## src/rtl/pzt_pkg.sv

```systemverilog
// Shared types and constants for the polygon zigzag triangulator.
// Used by pzt_corner_mem, pzt_seq and polygon_zigzag_triangulator.
`timescale 1ns / 1ps
`default_nettype none

package pzt_pkg;

    localparam int MAX_CORNERS = 64;
    localparam int INDEX_BITS  = 32;

    // Width of the vertex ports and of the stored corner value
    localparam int PORT_BITS  = 32;
    localparam int STORE_BITS = (INDEX_BITS < PORT_BITS) ? INDEX_BITS : PORT_BITS;

    // Store address and corner count (count must hold MAX_CORNERS itself)
    localparam int ADDR_BITS = (MAX_CORNERS > 1) ? $clog2(MAX_CORNERS) : 1;
    localparam int CNT_BITS  = $clog2(MAX_CORNERS + 1);

    typedef logic [STORE_BITS-1:0] corner_t;
    typedef logic [ADDR_BITS-1:0]  addr_t;
    typedef logic [CNT_BITS-1:0]   cnt_t;

    // Request from the sequencer to the corner store
    typedef struct packed {
        logic    we;
        addr_t   waddr;
        corner_t wdata;
        logic    re;
        addr_t   raddr;
    } mem_req_t;

    // One finished triangle handed to the output register
    typedef struct packed {
        corner_t a;
        corner_t b;
        corner_t c;
        logic    last;
        logic    dropped;
    } tri_t;

endpackage : pzt_pkg

`default_nettype wire

```

## src/rtl/polygon_zigzag_triangulator.sv

```systemverilog
// Top level of the polygon zigzag triangulator: sequencer, corner store and
// output register. Depends on pzt_pkg, pzt_corner_mem and pzt_seq.
`timescale 1ns / 1ps
`default_nettype none

// Corners of a polygon arrive one transfer per cycle on the corner channel
// while corner_stall is low, with last_corner set on the final one; up to
// MAX_CORNERS (64) are kept and any beyond that are dropped, which sets
// corners_dropped on every triangle of that polygon. After the last corner
// the block emits n-2 triangles in zigzag strip order and takes no corner
// until the final triangle, marked by last_triangle, has entered the output
// register. Each triangle takes three reads through the single read port of
// the corner store and then a load of the output register, which waits while
// the output stalls. A polygon with fewer than three corners produces
// nothing and leaves the block ready for the next corner. The output
// register lets the next polygon load while the last triangle waits.
module polygon_zigzag_triangulator
(
    input  wire        clk,
    input  wire        rst_n,
    input  wire        corner_valid,
    output logic       corner_stall,
    input  wire [31:0] corner_vertex,
    input  wire        last_corner,
    output logic       tri_valid,
    input  wire        tri_stall,
    output logic [31:0] vertex_a,
    output logic [31:0] vertex_b,
    output logic [31:0] vertex_c,
    output logic       last_triangle,
    output logic       corners_dropped
);
    import pzt_pkg::*;

    mem_req_t req;
    corner_t  rdata;
    logic     out_free;
    logic     push;
    tri_t     tri_new;

    logic     valid_reg, valid_next;
    tri_t     tri_reg, tri_next;

    pzt_corner_mem u_mem
    (
        .clk   (clk),
        .req   (req),
        .rdata (rdata)
    );

    pzt_seq u_seq
    (
        .clk           (clk),
        .rst_n         (rst_n),
        .corner_valid  (corner_valid),
        .corner_stall  (corner_stall),
        .corner_vertex (corner_vertex),
        .last_corner   (last_corner),
        .req           (req),
        .rdata         (rdata),
        .out_free      (out_free),
        .push          (push),
        .tri_out       (tri_new)
    );

    assign out_free = !valid_reg || !tri_stall;

    always_comb
    begin
        valid_next = valid_reg;
        tri_next   = tri_reg;
        if (push)
        begin
            valid_next = 1'b1;
            tri_next   = tri_new;
        end
        else if (!tri_stall)
        begin
            // Drop the triangle once its transfer completes
            valid_next = 1'b0;
        end
    end

    always_ff @(posedge clk or negedge rst_n)
    begin
        if (!rst_n)
        begin
            valid_reg <= 1'b0;
        end
        else
        begin
            valid_reg <= valid_next;
        end
    end

    always_ff @(posedge clk)
    begin
        tri_reg <= tri_next;
    end

    assign tri_valid       = valid_reg;
    assign vertex_a        = PORT_BITS'(tri_reg.a);
    assign vertex_b        = PORT_BITS'(tri_reg.b);
    assign vertex_c        = PORT_BITS'(tri_reg.c);
    assign last_triangle   = tri_reg.last;
    assign corners_dropped = tri_reg.dropped;

endmodule : polygon_zigzag_triangulator

`default_nettype wire

```

## src/rtl/pzt_corner_mem.sv

```systemverilog
// Corner store: one write port, one read port with registered read data.
// Depends on pzt_pkg for widths and the request struct.
`timescale 1ns / 1ps
`default_nettype none

module pzt_corner_mem
(
    input  wire                    clk,
    input  wire pzt_pkg::mem_req_t req,
    output pzt_pkg::corner_t       rdata
);
    import pzt_pkg::*;

    corner_t mem [MAX_CORNERS];
    corner_t rdata_reg;

    always_ff @(posedge clk)
    begin
        if (req.we)
        begin
            mem[req.waddr] <= req.wdata;
        end
        // Read data holds while no read is issued
        if (req.re)
        begin
            rdata_reg <= mem[req.raddr];
        end
    end

    assign rdata = rdata_reg;

endmodule : pzt_corner_mem

`default_nettype wire

```

## src/rtl/pzt_seq.sv

```systemverilog
// Sequencer: buffers corners, then walks the strip order with one shared
// address adder and one store read in each read state. Depends on pzt_pkg.
`timescale 1ns / 1ps
`default_nettype none

module pzt_seq
(
    input  wire                   clk,
    input  wire                   rst_n,
    input  wire                   corner_valid,
    output logic                  corner_stall,
    input  wire [31:0]            corner_vertex,
    input  wire                   last_corner,
    output pzt_pkg::mem_req_t     req,
    input  wire pzt_pkg::corner_t rdata,
    input  wire                   out_free,
    output logic                  push,
    output pzt_pkg::tri_t         tri_out
);
    import pzt_pkg::*;

    typedef enum logic [2:0] {
        S_LOAD,
        S_RD_A,
        S_RD_B,
        S_RD_C,
        S_PUSH
    } state_t;

    state_t  state_reg, state_next;
    cnt_t    count_reg, count_next;
    logic    ovf_reg, ovf_next;
    cnt_t    nm1_reg, nm1_next;
    cnt_t    nm2_reg, nm2_next;
    cnt_t    k_reg, k_next;
    corner_t a_reg, a_next;
    corner_t b_reg, b_next;

    logic    take;
    logic    room;
    cnt_t    n_new;
    cnt_t    h;
    cnt_t    add_x, add_y;
    logic    add_cin;
    cnt_t    add_sum;
    logic    is_last;

    assign corner_stall = (state_reg != S_LOAD);
    assign take         = corner_valid && !corner_stall;
    assign room         = (count_reg < cnt_t'(MAX_CORNERS));
    assign n_new        = room ? cnt_t'(count_reg + cnt_t'(1)) : count_reg;
    assign h            = k_reg >> 1;
    assign is_last      = (k_reg == cnt_t'(nm2_reg - cnt_t'(1)));

    // Shared address adder: h+1, h, (n-2)-h or (n-1)-h
    always_comb
    begin
        add_x   = h;
        add_y   = '0;
        add_cin = 1'b0;
        unique case (state_reg)
            S_RD_A:
            begin
                add_cin = 1'b1;
            end
            S_RD_B:
            begin
                if (k_reg[0])
                begin
                    add_x   = nm2_reg;
                    add_y   = ~h;
                    add_cin = 1'b1;
                end
            end
            S_RD_C:
            begin
                add_x   = nm1_reg;
                add_y   = ~h;
                add_cin = 1'b1;
            end
            default:
            begin
                add_x = h;
            end
        endcase
        add_sum = add_x + add_y + cnt_t'(add_cin);
    end

    always_comb
    begin
        req.we    = take && room;
        req.waddr = count_reg[ADDR_BITS-1:0];
        req.wdata = corner_vertex[STORE_BITS-1:0];
        req.re    = (state_reg == S_RD_A) || (state_reg == S_RD_B)
                    || (state_reg == S_RD_C);
        req.raddr = add_sum[ADDR_BITS-1:0];
    end

    assign push = (state_reg == S_PUSH) && out_free;

    always_comb
    begin
        tri_out.a       = a_reg;
        tri_out.b       = b_reg;
        tri_out.c       = rdata;
        tri_out.last    = is_last;
        tri_out.dropped = ovf_reg;
    end

    always_comb
    begin
        state_next = state_reg;
        count_next = count_reg;
        ovf_next   = ovf_reg;
        nm1_next   = nm1_reg;
        nm2_next   = nm2_reg;
        k_next     = k_reg;
        a_next     = a_reg;
        b_next     = b_reg;
        unique case (state_reg)
            S_LOAD:
            begin
                if (take)
                begin
                    count_next = n_new;
                    ovf_next   = ovf_reg || !room;
                    if (last_corner)
                    begin
                        if (n_new >= cnt_t'(3))
                        begin
                            nm1_next   = cnt_t'(n_new - cnt_t'(1));
                            nm2_next   = cnt_t'(n_new - cnt_t'(2));
                            k_next     = '0;
                            state_next = S_RD_A;
                        end
                        else
                        begin
                            // Short polygon: drop it
                            count_next = '0;
                            ovf_next   = 1'b0;
                        end
                    end
                end
            end
            S_RD_A:
            begin
                state_next = S_RD_B;
            end
            S_RD_B:
            begin
                a_next     = rdata;
                state_next = S_RD_C;
            end
            S_RD_C:
            begin
                b_next     = rdata;
                state_next = S_PUSH;
            end
            S_PUSH:
            begin
                // Hold until the output register can take the triangle
                if (out_free)
                begin
                    if (is_last)
                    begin
                        count_next = '0;
                        ovf_next   = 1'b0;
                        state_next = S_LOAD;
                    end
                    else
                    begin
                        k_next     = cnt_t'(k_reg + cnt_t'(1));
                        state_next = S_RD_A;
                    end
                end
            end
            default:
            begin
                state_next = S_LOAD;
            end
        endcase
    end

    always_ff @(posedge clk or negedge rst_n)
    begin
        if (!rst_n)
        begin
            state_reg <= S_LOAD;
            count_reg <= '0;
            ovf_reg   <= 1'b0;
            nm1_reg   <= '0;
            nm2_reg   <= '0;
            k_reg     <= '0;
            a_reg     <= '0;
            b_reg     <= '0;
        end
        else
        begin
            state_reg <= state_next;
            count_reg <= count_next;
            ovf_reg   <= ovf_next;
            nm1_reg   <= nm1_next;
            nm2_reg   <= nm2_next;
            k_reg     <= k_next;
            a_reg     <= a_next;
            b_reg     <= b_next;
        end
    end

endmodule : pzt_seq

`default_nettype wire
```

## config.mk

```make
export PLATFORM = sky130hd
export DESIGN_NAME = polygon_zigzag_triangulator
export DESIGN_NICKNAME = d
export VERILOG_FILES = /design/src/rtl/pzt_pkg.sv /design/src/rtl/polygon_zigzag_triangulator.sv /design/src/rtl/pzt_corner_mem.sv /design/src/rtl/pzt_seq.sv
export SDC_FILE = /design/constraint.sdc
export NUM_CORES = 2
export LEC_CHECK = 0
export BUFFER_PORTS_ARGS = -buffer_cell sky130_fd_sc_hd__buf_2
export CAP_MARGIN = 20
export CORE_UTILIZATION = 37
export DETAILED_ROUTE_END_ITERATION = 7
export GPL_ROUTABILITY_DRIVEN = 0
export SYNTH_ARGS = -nofsm -noshare
export SYNTH_HDL_FRONTEND = slang
export SYNTH_SLANG_ARGS = --single-unit
```

## constraint.sdc

```tcl
create_clock -name clk -period 5.97 [get_ports clk]
set_input_delay 0.2985 -clock clk [delete_from_list [all_inputs] [get_ports clk]]
set_output_delay 0.2985 -clock clk [all_outputs]
set_load 0.02 [all_outputs]
```

# Word-level counts from Yosys, hierarchy flattened
# Memories as Yosys holds them, arrays and structs flattened. A register that Yosys moved wholly into a read port is not among the register bits.
# Cells that the tools add are included.
[classes]
n_addsub = 7
magnitude_cmp = 2
n_eq_ne = 12
muxes = 35
n_bitwise = 1
n_reduce_logical = 19
[op_table]
columns = ["cell", "count"]
rows = [
  ["7-bit two-way mux", 11],
  ["7-bit one-hot mux with 2 select lines", 2],
  ["6-bit one-hot mux with 2 select lines", 2],
  ["3-bit one-hot mux with 5 select lines", 1],
  ["7-bit by 1-bit adder with 7-bit output (second input constant)", 2],
  ["3-bit two-way mux", 4],
  ["6-bit two-way mux", 2],
  ["4-bit AND reduction", 3],
  ["1-bit two-way mux", 11],
  ["2-bit by 1-bit inequality test with 1-bit output (second input constant)", 5],
  ["7-bit == test", 1],
  ["7-bit by 2-bit >= comparator with 1-bit output (second input constant)", 1],
  ["7-bit less-than comparator (second input constant)", 1],
  ["7-bit by 1-bit subtractor with 7-bit output (second input constant)", 1],
  ["7-bit by 2-bit subtractor with 7-bit output (second input constant)", 1],
  ["6-bit by 1-bit adder with 6-bit output", 1],
  ["6-bit adder", 1],
  ["3-bit by 2-bit == test with 1-bit output (second input constant)", 2],
  ["6-bit inverter", 1],
  ["6-bit AND reduction", 1],
  ["6-bit by 1-bit subtractor with 6-bit output (second input constant)", 1],
  ["1-bit logical NOT", 4],
  ["1-bit logical OR", 4],
  ["2-bit inequality test (second input constant)", 2],
  ["other kinds (8)", 11],
]
[totals]
register_bits = 194
ram_bits = 2048
input_bits = 37
output_inout_bits = 100
word_cells = 91
n_memories = 1
[mem_list]
columns = ["name", "words", "width", "read_ports", "rd_clocked_by_memory_dff", "write_ports", "line_no", "text"]
rows = [
  ["u_mem.mem", 64, 32, 1, 1, 1, "pzt_corner_mem.sv:14", "corner_t mem [MAX_CORNERS];"],
]

# Longest topological paths before layout
[logic_depth]
ltp_word = 7
ltp_mapped = 17
depth_no_buf = 12

# Modules after synthesis
# Synthesis repeated with hierarchy kept, for this count alone.
[unflattened]
cells_unflattened = 3989
area_unflattened_um2 = 87228.7
[modules_own_cells]
columns = ["module", "instances", "cells_each", "area_each_um2", "seq_area_each_um2"]
rows = [
  ["pzt_corner_mem", 1, 3324, 78835.6, 62459.9],
  ["pzt_seq", 1, 564, 5413.9, 2377.3],
  ["polygon_zigzag_triangulator", 1, 101, 2979.1, 2967.8],
]

# Worst setup path before layout
# No wires, ideal clock.
[synth_timing]
kind = "register to register"
start = "reg u_seq.state_reg[1]"
end = "reg u_seq.count_reg[1]"
setup_time_ns = 0.125
arrival_time_ns = 6.353
required_time_ns = 5.845
setup_slack_ns = -0.508
stages_incl_launch_ff = 7
n_path_buf = 0
synth_period_minus_slack_ns = 6.478
path_cell_list = "dfrtp_1 -> nor2_1 -> nand2_1 -> nor2_1 -> o211ai_2 -> nand2_4 -> mux2_4"
[synth_via]
elab_chain_len = 5
[synth_rtl]
columns = ["item", "line_no", "text"]
rows = [
  ["from (decl)", "pzt_seq.sv:30", "state_t state_reg, state_next;"],
  ["from (signal assigned)", "pzt_seq.sv:199", "state_reg <= state_next;"],
  ["3-bit nonzero test", "pzt_seq.sv:48", "assign corner_stall = (state_reg != S_LOAD);"],
  ["1-bit logical NOT", "pzt_seq.sv:49", "assign take = corner_valid && !corner_stall;"],
  ["1-bit logical AND", "pzt_seq.sv:49", ""],
  ["2-bit by 1-bit inequality test with 1-bit output (no line)", "--", ""],
  ["4-bit AND reduction (no line)", "--", ""],
  ["to (signal assigned)", "pzt_seq.sv:200", "count_reg <= count_next;"],
  ["to (decl)", "pzt_seq.sv:31", "cnt_t count_reg, count_next;"],
]
# Parallel ways exist; a longest one is shown, timed or not.
# A chain may end at the register's enable or synchronous reset.

# Final worst setup path
[layout_timing]
start = "reg u_seq.state_reg[2]"
end = "reg u_mem.rdata_reg[30] (netlist: u_mem.rdata[30]), read port of u_mem.mem, data pin"
[layout_via]
elab_chain_len = 4
[layout_rtl]
columns = ["item", "line_no", "text"]
rows = [
  ["3-bit by 2-bit == test with 1-bit output (tied with other cells)", "pzt_seq.sv:61, pzt_seq.sv:95", ""],
  ["6-bit one-hot mux with 2 select lines / 2-bit OR reduction (equally long branches)", "--", ""],
  ["6-bit adder / 1-bit one-hot mux with 2 select lines (equally long branches)", "pzt_seq.sv:86, pzt_seq.sv:61", ""],
  ["6-bit by 1-bit adder with 6-bit output", "pzt_seq.sv:86", "add_sum = add_x + add_y + cnt_t'(add_cin);"],
  ["to (decl)", "pzt_corner_mem.sv:15", "corner_t rdata_reg;"],
]
# Parallel ways exist; a longest one is shown, timed or not.

==> metrics.cfg <==
[status]
outcome=finished, final reports clean

[setup_path]
r2r-end=u_mem.rdata[30]$_DFFE_PP_
cp-start-kind=flop
r2r_cells=14
cp.required_ns=6.66
r2r_slack_ns=0.44
cp-end-kind=flop
cp.arrival_ns=6.22
worstReg2RegStart=u_seq.state_reg[2]$_DFFE_PN0P_
cp_max_fo=16
critical_path_class=reg -> reg

[clock_tree]
cts_made_buffers=218
cts_max_level=4
clock_sinks=2274
cts-root-buf=clkbuf_16
clkLatencyLatePin_ns=0.84
cts_setup_buffers=0
cts_tree=built
path_clk_slew_ns=0.06
clockBufferDepth=3

[detailed_routing]
via_count=43440
wl_mm=227.4
first_pass_iters=6
viasPerCell=5.507
drt-initial-drc-count=5215
drc_errors=0
avgRoutedWirePerCell_microns=28.82
ant_nets=0

[place]
port_buffers=136
dp_hpwl_mm=130.4

[logic_synthesis]
synthFlopType=edfxtp_1
synth_area_leaders=edfxtp_1, mux4_2, dfrtp_1
synth-async-reset-ratio_pct=4.222
yosys_warnings=0
netlist.area_leader.share_pct=74.77
syn_area_sq_mm=0.08747
synth.largest_area_cell=edfxtp_1
syn_inst=4203
syn_avg_cell_area_sq_um=20.81
synth_nets=4255
synth-edff-count=2178
yosysUniqueCellTypes=64
synth.yosys.seq_area_share_pct=77.52
synth_seq_cells=2274

[worst_hold_path]
hp-class=in -> reg
min_to=u_mem.mem[1][29]$_DFFE_PP_
min-delay-start=corner_vertex[29]
hold_depth=1

[sta]
slew_viol_final=0
rsz0062_at_grt=no
timing.fmax_mhz=180.9
layout_min_cycle_time_ns=5.529
fin_crit_sh_pct=92.62
fin_worst_skew_ns=0.03328
worstMarginPinSlew_ns=1.169
timing.slew.headroom_pct=21.68
hold_violations=0
finalSetupViolations=0
tns_ns=0

[finish]
largest_reg_flops=2048
area_delta_synth_final_pct=15.71
drive_above_1_share_pct=28.54
top_register=u_mem.mem
final_nets=4603

[floorplan]
core_area_sq_mm=0.2352
die_h_microns=488.2
fp-row-count=178
die_area_sq_mm=0.2384
fp.dieW_microns=488.2
start_util_pct=37.19
io_pins=137

[global_routing]
antenna_found_initial=22
gr-usage-met3_pct=5.913
use_met2_pct=28.49
grt_pass1_vias=43080
grt_pass1_wl_mm=321.9
use_met1_pct=27.03
grt_max_degree=94
grt_usage_pct=18.98
grt.busiest_layer=met2
overflow=0

[flow_run]
max_cap_violations=0

cell usage after synthesis (3+ instances only):
master / count
o21a_1: 6
xor2_1: 9
edfxtp_1: 2178
inv_1: 14
a21oi_1: 11
buf_2: 41
o31ai_1: 3
clkbuf_1: 100
mux2i_1: 3
mux4_2: 544
o22a_1: 6
mux2_2: 72
or2_2: 6
nor3b_1: 3
a22oi_1: 3
nand2b_1: 4
a31oi_1: 131
buf_1: 51
nand3b_1: 4
nor2b_1: 5
nand2_1: 545
ha_1: 13
xnor2_1: 17
a21o_1: 3
nor3_1: 10
nor2_1: 87
dfrtp_1: 96
buf_4: 27
and3_1: 131
o21ai_0: 13
nand3_1: 14
buf_6: 15
per-layer routing:
| layer | vias up | share of wire, % |
|---|---|---|
| li1 | 17870 | - |
| met1 | 23420 | 42 |
| met2 | 1885 | 46 |
| met3 | 265 | 10 |
| met4 | 0 | 1.7 |
| met5 | - | 0 |
cell families (layout without fill, tap and decap cells):
family	count (synthesis)	after routing	synth area share, %
fa+ha+maj	15	15	0.2317
xor+xnor	27	27	0.2789
simple gates	822	822	4.105
mux	621	621	15.00
compound gates	195	195	1.489
flops	2274	2274	77.52
other cells	0	8	0
buf+inv	249	777	1.377
critical path: stages, from the launching register on:
cell	delay [ns]
dfrtp_1	0.50
nor2b_1	0.43
a31oi_1	0.14
o221ai_1	0.27
fa_4	0.30
inv_1	0.07
fa_4	0.56
xnor2_2	0.77
buf_4	0.30
buf_4	0.28
buf_4	0.25
nand2_1	0.06
and3_1	0.17
a31oi_1	0.84
mux4_2	0.43
how the worst max path moves through the flow:
stage,start,end,cells after the start
detailed placement,u_seq.state_reg[2]$_DFFE_PN0P_,u_mem.rdata[30]$_DFFE_PP_,14
CTS,u_seq.state_reg[2]$_DFFE_PN0P_,u_mem.rdata[2]$_DFFE_PP_,14
finish,u_seq.state_reg[2]$_DFFE_PN0P_,u_mem.rdata[30]$_DFFE_PP_,14
floorplan,u_seq.state_reg[2]$_DFFE_PN0P_,u_mem.rdata[0]$_DFFE_PP_,14
global placement,u_seq.state_reg[2]$_DFFE_PN0P_,u_mem.rdata[6]$_DFFE_PP_,13
global route,u_seq.state_reg[2]$_DFFE_PN0P_,u_mem.rdata[30]$_DFFE_PP_,14
area by class of cell:
class,count,area [sq um]
tap,3150,3941
clock inverter,129,1221
antenna,8,20.02
multi-input combinational,1680,19040
timing repair buffer,363,3319
sequential,2274,67810
clock buffer,271,5812
fill,20230,134000
inverter,14,52.55
metrics by stage:
step	cells	worst slack [ns]	util, %	cell area [sq um]	hold slack (ns)
final	7889	0.4407	43.03	101200	0.02157
after global routing	7883	0.2544	43.03	101200	0.01062
after CTS	7832	0.6379	42.69	100400	0.1114
after detailed placement	7424	0.6094	39.66	93280	0.3230
after global placement	7421	0.5492	39.64	93230	0.3183
after floorplan	4203	0.7898	-	87480	0.002909
placed cells by master (no fill, tap or decap), types with 4 or more instances in the layout:
| master | synthesis | layout |
|---|---|---|
| buf_4 | 27 | 137 |
| nor2b_1 | 5 | 5 |
| xor2_1 | 9 | 8 |
| xnor2_1 | 17 | 15 |
| dlygate4sd3_1 | 0 | 25 |
| diode_2 | 0 | 8 |
| buf_2 | 41 | 135 |
| nand3_1 | 14 | 14 |
| inv_1 | 14 | 14 |
| clkbuf_16 | 0 | 224 |
| dfrtp_1 | 96 | 96 |
| nand3b_1 | 4 | 4 |
| or2_2 | 6 | 6 |
| bufinv_16 | 0 | 22 |
| clkbuf_1 | 100 | 44 |
| ha_1 | 13 | 13 |
| mux4_2 | 544 | 544 |
| buf_12 | 0 | 58 |
| nand2b_1 | 4 | 4 |
| nor2_1 | 87 | 20 |
| and3_1 | 131 | 131 |
| o22a_1 | 6 | 6 |
| edfxtp_1 | 2178 | 2178 |
| o21a_1 | 6 | 5 |
| o21ai_0 | 13 | 12 |
| a31oi_1 | 131 | 131 |
| clkinv_2 | 0 | 37 |
| clkinvlp_4 | 0 | 5 |
| buf_16 | 0 | 7 |
| nor3_1 | 10 | 10 |
| mux2_2 | 72 | 72 |
| nor2_4 | 0 | 66 |
| clkinv_1 | 0 | 56 |
| a21oi_1 | 11 | 11 |
| nand2_1 | 545 | 545 |
what timing repair did:
| action | CTS | global route |
|---|---|---|
| endpoints found under the hold margin | 62 | 218 |
| hold buffers | 8 | 18 |
| resized for setup | 0 | 0 |
Power is not shown: default switching activity piles up to over one toggle a cycle in this logic, so the estimate is an artifact.
